==> config.mk <==
export PLATFORM = sky130hd
export DESIGN_NAME = ges_ctrl
export DESIGN_NICKNAME = d
export VERILOG_FILES = /design/src/rtl/core/ges_pkg.sv /design/src/rtl/core/ges_ctrl.sv
export VERILOG_INCLUDE_DIRS = /design/src /design/src/rtl/core
export SDC_FILE = /design/constraint.sdc
export NUM_CORES = 1
export LEC_CHECK = 0
export BUFFER_PORTS_ARGS = -buffer_cell sky130_fd_sc_hd__clkbuf_2
export CORE_MARGIN = 1.5
export CORE_UTILIZATION = 70
export DETAILED_ROUTE_END_ITERATION = 12
export GPL_TIMING_DRIVEN = 0
export PLACE_DENSITY_LB_ADDON = 0.05
export SLEW_MARGIN = 20
export SYNTH_ARGS = -nofsm -noshare
export SYNTH_HDL_FRONTEND = slang
export SYNTH_SLANG_ARGS = --single-unit
export TNS_END_PERCENT = 10
==> constraint.sdc <==
create_clock -name clk -period 16.4 [get_ports clk]
set_input_delay 2.46 -clock clk [delete_from_list [all_inputs] [get_ports clk]]
set_output_delay 2.46 -clock clk [all_outputs]
set_load 0.005 [all_outputs]
==> src/rtl/core/gaussian_elimination_solver_core_defines.svh <==
// ----------------------------------------------------------------------------
// Gaussian elimination solver: shared assertion macros
// Clocked on clk, quiet while rst is high.
// ----------------------------------------------------------------------------
`ifndef GAUSSIAN_ELIMINATION_SOLVER_CORE_DEFINES_SVH
`define GAUSSIAN_ELIMINATION_SOLVER_CORE_DEFINES_SVH

// same-cycle implication
`define GES_ASSERT_IMP(lbl, ante, cons, msg) \
  lbl: assert property (@(posedge clk) disable iff (rst) (ante) |-> (cons)) else $error(msg);

// next-cycle implication
`define GES_ASSERT_NXT(lbl, ante, cons, msg) \
  lbl: assert property (@(posedge clk) disable iff (rst) (ante) |=> (cons)) else $error(msg);

`endif

==> src/rtl/core/ges_pkg.sv <==
// ----------------------------------------------------------------------------
// ges_pkg
// Constants, command/status types and address helper for the solver core.
// ----------------------------------------------------------------------------
package ges_pkg;

  localparam int MAX_UNK     = 16;
  localparam int STORE_DEPTH = MAX_UNK * (MAX_UNK + 1);
  localparam int ADDR_W      = $clog2(STORE_DEPTH);
  localparam int DATA_W      = 32;
  localparam int CNT_W       = $clog2(MAX_UNK + 2);
  localparam int IDX_W       = $clog2(MAX_UNK);

  // source of store write data
  typedef enum logic [1:0] {
    WR_COEF = 2'd0,
    WR_RDQ  = 2'd1,
    WR_TMP  = 2'd2,
    WR_DIFF = 2'd3
  } wr_sel_t;

  typedef struct packed {
    logic              rd_en;
    logic [ADDR_W-1:0] rd_addr;
    logic              wr_en;
    logic [ADDR_W-1:0] wr_addr;
    wr_sel_t           wr_sel;
    logic              tmp_ld;
    logic              mag_ld;
    logic              piv_ld;
    logic              div_start;
    logic              div_bs;     // back substitution operands
    logic              prod_ld;
    logic              mq_ld;
    logic              fac_ld;
    logic              x_wr;
    logic [IDX_W-1:0]  x_idx;
    logic [IDX_W-1:0]  out_idx;
    logic              out_zero;
  } ges_cmd_t;

  typedef struct packed {
    logic rd_zero;
    logic mag_gt;
    logic div_done;
  } ges_sts_t;

  // flat store address of (row, col) with row stride w
  function automatic logic [ADDR_W-1:0] mem_addr(input logic [CNT_W-1:0] row,
                                                 input logic [CNT_W-1:0] col,
                                                 input logic [CNT_W-1:0] w);
    logic [2*CNT_W-1:0] p;
    p = {{CNT_W{1'b0}}, row} * {{CNT_W{1'b0}}, w};
    return p[ADDR_W-1:0] + ADDR_W'(col);
  endfunction

endpackage

==> src/rtl/core/ges_ctrl.sv <==
// ----------------------------------------------------------------------------
// ges_ctrl
// Sequencer: loading, pivot search, row swap, elimination, back substitution.
// ----------------------------------------------------------------------------
`include "gaussian_elimination_solver_core_defines.svh"

module ges_ctrl
  import ges_pkg::*;
(
  input  logic             clk,
  input  logic             rst,
  input  logic             cfg_we,
  input  logic [4:0]       cfg_wdata,
  input  logic             s_tvalid,
  output logic             s_tready,
  input  logic             s_tlast,
  output logic             m_tvalid,
  input  logic             m_tready,
  output logic             m_tlast,
  output logic [IDX_W-1:0] out_index,
  output logic             out_singular,
  output ges_cmd_t         cmd,
  input  ges_sts_t         sts
);

  typedef enum logic [26:0] {
    S_LOAD     = 27'd1 << 0,
    S_PS_INIT  = 27'd1 << 1,
    S_PS_FIRST = 27'd1 << 2,
    S_PS_CMP   = 27'd1 << 3,
    S_SW_CHK   = 27'd1 << 4,
    S_SW_RDA   = 27'd1 << 5,
    S_SW_RDB   = 27'd1 << 6,
    S_SW_WRA   = 27'd1 << 7,
    S_SW_WRB   = 27'd1 << 8,
    S_PV_RD    = 27'd1 << 9,
    S_PV_CHK   = 27'd1 << 10,
    S_EL_K     = 27'd1 << 11,
    S_EL_DIV   = 27'd1 << 12,
    S_EL_DWAIT = 27'd1 << 13,
    S_EL_RDU   = 27'd1 << 14,
    S_EL_MUL   = 27'd1 << 15,
    S_EL_SAT   = 27'd1 << 16,
    S_EL_SUB   = 27'd1 << 17,
    S_BS_RDB   = 27'd1 << 18,
    S_BS_RDP   = 27'd1 << 19,
    S_BS_DIV   = 27'd1 << 20,
    S_BS_DWAIT = 27'd1 << 21,
    S_BS_J     = 27'd1 << 22,
    S_BS_MUL   = 27'd1 << 23,
    S_BS_SAT   = 27'd1 << 24,
    S_BS_SUB   = 27'd1 << 25,
    S_OUT      = 27'd1 << 26
  } state_t;

  state_t            state, state_next;
  logic [4:0]        size, size_next;
  logic [ADDR_W-1:0] load_count, load_count_next;
  logic [CNT_W-1:0]  i, i_next, j, j_next, k, k_next, best, best_next, oidx, oidx_next;
  logic              sing, sing_next;

  logic [CNT_W-1:0]   n, w;
  logic [2*CNT_W-1:0] total_w;
  logic [ADDR_W-1:0]  total;

  // active size clamped to 1..MAX_UNK
  always_comb begin
    if (size == 5'd0)                n = CNT_W'(1);
    else if (size > 5'(MAX_UNK))     n = CNT_W'(MAX_UNK);
    else                             n = CNT_W'(size);
  end
  assign w       = n + CNT_W'(1);
  assign total_w = {{CNT_W{1'b0}}, n} * {{CNT_W{1'b0}}, w};
  assign total   = total_w[ADDR_W-1:0];

  always_ff @(posedge clk) begin
    if (rst) begin
      state      <= S_LOAD;
      size       <= 5'd1;
      load_count <= '0;
      i          <= '0;
      j          <= '0;
      k          <= '0;
      best       <= '0;
      oidx       <= '0;
      sing       <= 1'b0;
    end else begin
      state      <= state_next;
      size       <= size_next;
      load_count <= load_count_next;
      i          <= i_next;
      j          <= j_next;
      k          <= k_next;
      best       <= best_next;
      oidx       <= oidx_next;
      sing       <= sing_next;
    end
  end

  // sequencer
  always_comb begin
    state_next      = state;
    size_next       = size;
    load_count_next = load_count;
    i_next          = i;
    j_next          = j;
    k_next          = k;
    best_next       = best;
    oidx_next       = oidx;
    sing_next       = sing;
    cmd             = '0;
    cmd.out_idx     = oidx[IDX_W-1:0];
    cmd.out_zero    = sing;
    s_tready        = 1'b0;
    m_tvalid        = 1'b0;

    case (state)
      S_LOAD: begin
        s_tready = 1'b1;
        if (s_tvalid) begin
          if (load_count < total) begin
            cmd.wr_en       = 1'b1;
            cmd.wr_addr     = load_count;
            cmd.wr_sel      = WR_COEF;
            load_count_next = load_count + 1'b1;
          end
          if (s_tlast) begin
            load_count_next = '0;
            i_next          = '0;
            sing_next       = 1'b0;
            state_next      = S_PS_INIT;
          end
        end
      end
      // pivot search over column i
      S_PS_INIT: begin
        cmd.rd_en   = 1'b1;
        cmd.rd_addr = mem_addr(i, i, w);
        best_next   = i;
        j_next      = i + CNT_W'(1);
        state_next  = S_PS_FIRST;
      end
      S_PS_FIRST: begin
        cmd.mag_ld = 1'b1;
        if (j < n) begin
          cmd.rd_en   = 1'b1;
          cmd.rd_addr = mem_addr(j, i, w);
          state_next  = S_PS_CMP;
        end else begin
          state_next = S_SW_CHK;
        end
      end
      S_PS_CMP: begin
        if (sts.mag_gt) begin
          cmd.mag_ld = 1'b1;
          best_next  = j;
        end
        if (j + CNT_W'(1) < n) begin
          cmd.rd_en   = 1'b1;
          cmd.rd_addr = mem_addr(j + CNT_W'(1), i, w);
          j_next      = j + CNT_W'(1);
        end else begin
          state_next = S_SW_CHK;
        end
      end
      // whole-row swap
      S_SW_CHK: begin
        if (best != i) begin
          j_next     = '0;
          state_next = S_SW_RDA;
        end else begin
          state_next = S_PV_RD;
        end
      end
      S_SW_RDA: begin
        cmd.rd_en   = 1'b1;
        cmd.rd_addr = mem_addr(best, j, w);
        state_next  = S_SW_RDB;
      end
      S_SW_RDB: begin
        cmd.tmp_ld  = 1'b1;
        cmd.rd_en   = 1'b1;
        cmd.rd_addr = mem_addr(i, j, w);
        state_next  = S_SW_WRA;
      end
      S_SW_WRA: begin
        cmd.wr_en   = 1'b1;
        cmd.wr_addr = mem_addr(best, j, w);
        cmd.wr_sel  = WR_RDQ;
        state_next  = S_SW_WRB;
      end
      S_SW_WRB: begin
        cmd.wr_en   = 1'b1;
        cmd.wr_addr = mem_addr(i, j, w);
        cmd.wr_sel  = WR_TMP;
        j_next      = j + CNT_W'(1);
        state_next  = (j + CNT_W'(1) == w) ? S_PV_RD : S_SW_RDA;
      end
      // pivot check
      S_PV_RD: begin
        cmd.rd_en   = 1'b1;
        cmd.rd_addr = mem_addr(i, i, w);
        state_next  = S_PV_CHK;
      end
      S_PV_CHK: begin
        cmd.piv_ld = 1'b1;
        if (sts.rd_zero) begin
          sing_next  = 1'b1;
          oidx_next  = '0;
          state_next = S_OUT;
        end else begin
          k_next     = i + CNT_W'(1);
          state_next = S_EL_K;
        end
      end
      // elimination of rows below the pivot
      S_EL_K: begin
        if (k < n) begin
          cmd.rd_en   = 1'b1;
          cmd.rd_addr = mem_addr(k, i, w);
          state_next  = S_EL_DIV;
        end else if (i + CNT_W'(1) < n) begin
          i_next     = i + CNT_W'(1);
          state_next = S_PS_INIT;
        end else begin
          i_next     = n - CNT_W'(1);
          state_next = S_BS_RDB;
        end
      end
      S_EL_DIV: begin
        cmd.div_start = 1'b1;
        state_next    = S_EL_DWAIT;
      end
      S_EL_DWAIT: begin
        if (sts.div_done) begin
          cmd.fac_ld = 1'b1;
          j_next     = i + CNT_W'(1);
          state_next = S_EL_RDU;
        end
      end
      S_EL_RDU: begin
        cmd.rd_en   = 1'b1;
        cmd.rd_addr = mem_addr(i, j, w);
        state_next  = S_EL_MUL;
      end
      S_EL_MUL: begin
        cmd.prod_ld = 1'b1;
        state_next  = S_EL_SAT;
      end
      S_EL_SAT: begin
        cmd.mq_ld   = 1'b1;
        cmd.rd_en   = 1'b1;
        cmd.rd_addr = mem_addr(k, j, w);
        state_next  = S_EL_SUB;
      end
      S_EL_SUB: begin
        cmd.wr_en   = 1'b1;
        cmd.wr_addr = mem_addr(k, j, w);
        cmd.wr_sel  = WR_DIFF;
        j_next      = j + CNT_W'(1);
        if (j + CNT_W'(1) < w) begin
          state_next = S_EL_RDU;
        end else begin
          k_next     = k + CNT_W'(1);
          state_next = S_EL_K;
        end
      end
      // back substitution, last row first
      S_BS_RDB: begin
        cmd.rd_en   = 1'b1;
        cmd.rd_addr = mem_addr(i, n, w);
        state_next  = S_BS_RDP;
      end
      S_BS_RDP: begin
        cmd.tmp_ld  = 1'b1;
        cmd.rd_en   = 1'b1;
        cmd.rd_addr = mem_addr(i, i, w);
        state_next  = S_BS_DIV;
      end
      S_BS_DIV: begin
        cmd.div_start = 1'b1;
        cmd.div_bs    = 1'b1;
        state_next    = S_BS_DWAIT;
      end
      S_BS_DWAIT: begin
        cmd.div_bs = 1'b1;
        if (sts.div_done) begin
          cmd.fac_ld = 1'b1;
          cmd.x_wr   = 1'b1;
          cmd.x_idx  = i[IDX_W-1:0];
          j_next     = '0;
          state_next = S_BS_J;
        end
      end
      S_BS_J: begin
        if (j < i) begin
          cmd.rd_en   = 1'b1;
          cmd.rd_addr = mem_addr(j, i, w);
          state_next  = S_BS_MUL;
        end else if (i == '0) begin
          oidx_next  = '0;
          state_next = S_OUT;
        end else begin
          i_next     = i - CNT_W'(1);
          state_next = S_BS_RDB;
        end
      end
      S_BS_MUL: begin
        cmd.prod_ld = 1'b1;
        state_next  = S_BS_SAT;
      end
      S_BS_SAT: begin
        cmd.mq_ld   = 1'b1;
        cmd.rd_en   = 1'b1;
        cmd.rd_addr = mem_addr(j, n, w);
        state_next  = S_BS_SUB;
      end
      S_BS_SUB: begin
        cmd.wr_en   = 1'b1;
        cmd.wr_addr = mem_addr(j, n, w);
        cmd.wr_sel  = WR_DIFF;
        j_next      = j + CNT_W'(1);
        state_next  = S_BS_J;
      end
      // results in index order
      S_OUT: begin
        m_tvalid = 1'b1;
        if (m_tready) begin
          if (oidx + CNT_W'(1) == n) state_next = S_LOAD;
          else                       oidx_next  = oidx + CNT_W'(1);
        end
      end
      default: begin
        state_next = S_LOAD;
      end
    endcase

    // register write takes the new size and clears the load count
    if (cfg_we) begin
      size_next       = cfg_wdata;
      load_count_next = '0;
    end
  end

  assign out_index    = oidx[IDX_W-1:0];
  assign out_singular = sing;
  assign m_tlast      = (oidx + CNT_W'(1) == n);

  `GES_ASSERT_IMP(a_no_overlap, s_tready, !m_tvalid, "input and output both open")
  `GES_ASSERT_IMP(a_load_bound, 1'b1, load_count <= total, "load count beyond matrix size")
  `GES_ASSERT_NXT(a_solve_start, s_tvalid && s_tready && s_tlast && !cfg_we, !s_tready,
                  "input still open after last coefficient")
  `GES_ASSERT_IMP(a_out_index, m_tvalid, oidx < n, "result index beyond system size")

endmodule

; ---- After elaboration in Yosys (flattened, before gate mapping)
; Index checks and enable logic that the tools add are counted.
; Widths: inputs -> output; s select.
[totals]
regBits = 67
elab_cells = 184
[classes]
add_sub_neg = 17
n_mul = 6
magnitude_cmp = 8
n_eq_ne = 48
mux = 70
n_reduce_logical = 26
[op_table]
columns = op, n
row1 = $pmux 27 s27, 1
row2 = $mux 27, 10
row3 = $mux 5, 22
row4 = $pmux 10 s10, 1
row5 = $add 9x5->9, 9
row6 = $mux 10, 6
row7 = $pmux 12 s5, 1
row8 = $mul 5x5->9, 6
row9 = $mux 19, 2
row10 = $ne 2x2->1 const B, 18
row11 = $lt 5x5->1, 6
row12 = $pmux 5 s3, 2
row13 = $pmux 5 s6, 1
row14 = $eq 27x1->1 const B, 1
row15 = $eq 27x10->1 const B, 1
row16 = $eq 27x11->1 const B, 1
row17 = $eq 27x12->1 const B, 1
row18 = $eq 27x13->1 const B, 1
row19 = $eq 27x14->1 const B, 1
row20 = $eq 27x15->1 const B, 1
row21 = $eq 27x16->1 const B, 1
row22 = $eq 27x17->1 const B, 1
row23 = $eq 27x18->1 const B, 1
row24 = $eq 27x19->1 const B, 1
row25 = other kinds (42), 79

; ---- Longest topological paths before layout
[depth]
ltp_word = 9
ltp_mapped = 29
ltp_nobuf = 25

; ---- Least setup slack after synthesis
; OpenSTA, ideal clock, no wires.
[synth_timing]
path_type = register -> output
from = register size[2]
to = output cmd[28] (netlist name)
arrival_time_ps = 6405
required_time_ps = 13940
setup_slack_ps = 7535
stages_incl_launch_ff = 29
n_path_buf = 4
cell_sequence = dfxtp_1 > clkbuf_1 > nor3_1 > o21ai_1 > inv_1 > clkbuf_1 > nand2_1 > ha_1 > inv_1 > clkbuf_1 > nand2_1 > fa_1 > fa_1 > fa_1 > inv_1 > ha_1 > a21oi_1 > nor2_1 > nor2_1 > xnor2_1 > ha_1 > a21o_1 > a21o_1 > or3_1 > a21oi_1 > and2_1 > buf_2 > a221oi_1 > nand2_1
[synth_lines]
columns = element, line_no
row1 = "start, declared", ges_ctrl.sv:57  ; logic [4:0] size, size_next;
row2 = "start signal, assigned", ges_ctrl.sv:89  ; size <= size_next;
row3 = "end, declared", ges_ctrl.sv:22  ; output ges_cmd_t cmd,

==> impl_metrics.yaml <==
timing:
  finalHoldViolCount: 0
  rsz0062_at_grt: "no"
  maxSlewHeadroom: 0.259
  setup_viol: 0
  final.min_clock_period_ps: 12230
  tns_ps: 0
  skew_ps: 10.9
  worst_pin_slew_ps: 1100
  final.period_utilization: 0.746
  maxSlewViolCount: 0
  setup_ws_ps: 4170
  max_freq_mhz: 81.8
final_layout:
  drive_gt1_frac: 0.0874
  syn_to_final_growth_pct: 7.37
  fin_nets: 1880
  fillers: 1211
  num_antenna_cells: 0
  fin_area_mm2: 0.0130
  final_core_util: 0.778
worst_hold_path:
  holdCritPathClass: "reg -> reg"
floorplan:
  dieHeight_um: 135
  placementRows: 47
  start_util: 0.725
  die_w_um: 135
  dieArea_mm2: 0.0182
  coreArea_mm2: 0.0168
  ioPinCount: 62
clock_tree:
  clk_latency_ps: 360
  cts_hold_buf: 0
  clockBufferDepth: 2
  cts_sinks: 67
  htreeDepth: 3
  cts_setup_buffers: 0
  numCtsBuffers: 9
  path_clk_slew_ps: 60
  cts_root_buf: "clkbuf_16"
  cts_tree: "done"
  ctsResizeCount: 0
global_route:
  grt_max_degree: 15
  grt_antenna_before_repair: 2
  grt_overflow_total: 0
  grt_pass1_vias: 12527
  grt_pass1_wl_um: 69500
  grt.total_usage: 0.507
detailed_routing:
  route.vias.total: 13244
  drtIter0Drc: 2023
  firstDrtPassIters: 9
  drcViolationCount: 0
  ant_nets: 0
  detail_route.wl_per_cell_um: 24.9
  routed_wl_um: 45900
  vias_per_cell: 7.18
synth:
  synthFlopType: "dfxtp_1"
  avgSynthCellArea_um2: 7.85
  post_synth_inst_count: 1547
  synth_fp_nets: 1807
  synth_area_mm2: 0.0121
  ys_ff_latch: 67
  synth_cell_types: 88
  async_reset_ff_frac: 0
  yosys_warnings: 0
  synth_edf_count: 0
  ys_seq_area_frac: 0.110
worst_setup_path:
  max_stage_delay_ps: 880
  slowest_stage: "o21ai_1"
  worstSetupStartpointType: "register"
  critical_path_class: "reg -> out"
  required_ps: 13940
  critical_path_arrival_ps: 9770
  end_kind: "primary output"
  critPathMaxFanout: 13
run:
  cap_violations: 0
placement:
  gp_congestion: 1.06
  placed_area_mm2: 0.0128
  dp_slack_ps: 5090
  dpl.hpwl_um: 36000
  io_buffers: 60
power_and_ir_drop:
  irDropWorstVdd_mv: 0.0683
  power_density_mw_per_mm2: 64.1
  power.leakage_nw: 6.19
outcome:
  status: "finished clean"
==> worst paths after layout <==
path                startpoint       endpoint  slack, ps  cells after the start
setup reg to reg       size[2]  load_count[1]       7150                     28
hold / removal    out_singular   out_singular        480                      2
hold reg to reg   out_singular   out_singular        480                      2
setup / recovery       size[2]        cmd[27]       4170                     29
==> worst max-delay path: cells and delay by family (launching register included) <==
| kind | cells | cell delay [ps] |
|---|---|---|
| XOR/XNOR | 1 | 190 |
| adder cells (fa/ha/maj) | 6 | 2610 |
| AO/OA/AOI/OAI | 6 | 1920 |
| buffers and inverters | 8 | 2650 |
| flip-flops | 1 | 310 |
| AND/OR/NAND/NOR | 8 | 1690 |
==> routing by layer <==
layer  part of all wire  up-vias  track usage
met5            0.00026        -            0
met3               0.14      304        0.133
met2               0.42     1085        0.782
li1                   -     5702            -
met4              0.088        2        0.381
met1               0.35     6151        0.608
==> cell usage in the layout (no fill, tap or decap), types with 25 or more instances in the layout <==
| master | instances |
|---|---|
| nor2_1 | 146 |
| nor2b_1 | 33 |
| nand3_1 | 30 |
| clkbuf_1 | 41 |
| a21o_1 | 25 |
| o21ai_0 | 62 |
| nand2_1 | 124 |
| a21oi_1 | 73 |
| nor3_1 | 35 |
| fa_1 | 64 |
| clkbuf_2 | 60 |
| and2_1 | 43 |
| inv_1 | 129 |
| ha_1 | 182 |
| xnor2_1 | 55 |
| xor2_1 | 32 |
| dfxtp_1 | 67 |
==> per-stage QoR <==
stage | power, mW | hold WS (ps) | instances
5_1_grt | 0.865 | 507 | 1845
3_5_place_dp | 0.620 | 469 | 1829
4_1_cts | 0.806 | 477 | 1845
2_1_floorplan | 0.484 | 457 | 1547
6_report | 0.837 | 484 | 1845
3_3_place_gp | 0.607 | 456 | 1827
==> cell type report <==
class / instances / area [um2] / area share
well taps: 220 / 275 / 0.0211
flip-flops and latches: 67 / 1340 / 0.103
repair buffers: 62 / 313 / 0.0240
clock inverters: 6 / 41.3 / 0.00317
plain buffers: 63 / 293 / 0.0224
multi-input cells: 1282 / 10000 / 0.770
clock buffers: 10 / 229 / 0.0176
inverters: 135 / 512 / 0.0392
==> synthesized netlist by cell type (25+ instances only) <==
cell type	n	area, um2
nor2b_1	33	206
o21ai_0	62	310
dfxtp_1	67	1340
fa_1	64	1280
nand2_1	124	465
inv_1	129	484
xor2_1	32	280
a21o_1	25	188
xnor2_1	55	482
a21oi_1	73	365
clkbuf_1	40	150
nand3_1	30	150
and2_1	43	269
nor2_1	146	548
nor3_1	35	175
ha_1	182	2280
==> sequential cells by signal, indices dropped and copies added (netlist names), 5 cells and up <==
name        count
size            5
j               5
k               5
load_count      9
i               5
state          27
best            5
oidx            5
==> cells by family (layout without fill, tap and decap cells) <==
group	Yosys count	count (layout)	synth area share
AO/OA/AOI/OAI	353	353	0.201
XOR/XNOR	88	88	0.0646
adder cells (fa/ha/maj)	246	246	0.293
buffers and inverters	198	276	0.0662
flip-flops	67	67	0.110
multiplexers	13	13	0.0108
AND/OR/NAND/NOR	582	582	0.254
==> report_power, final <==
group	total, mW	switching (mW)	internal (mW)
registers	0.194	0.0230	0.171
clock network	0.185	0.0832	0.102
logic	0.457	0.302	0.155
No activity file was read; power rests on OpenSTA's default activity.
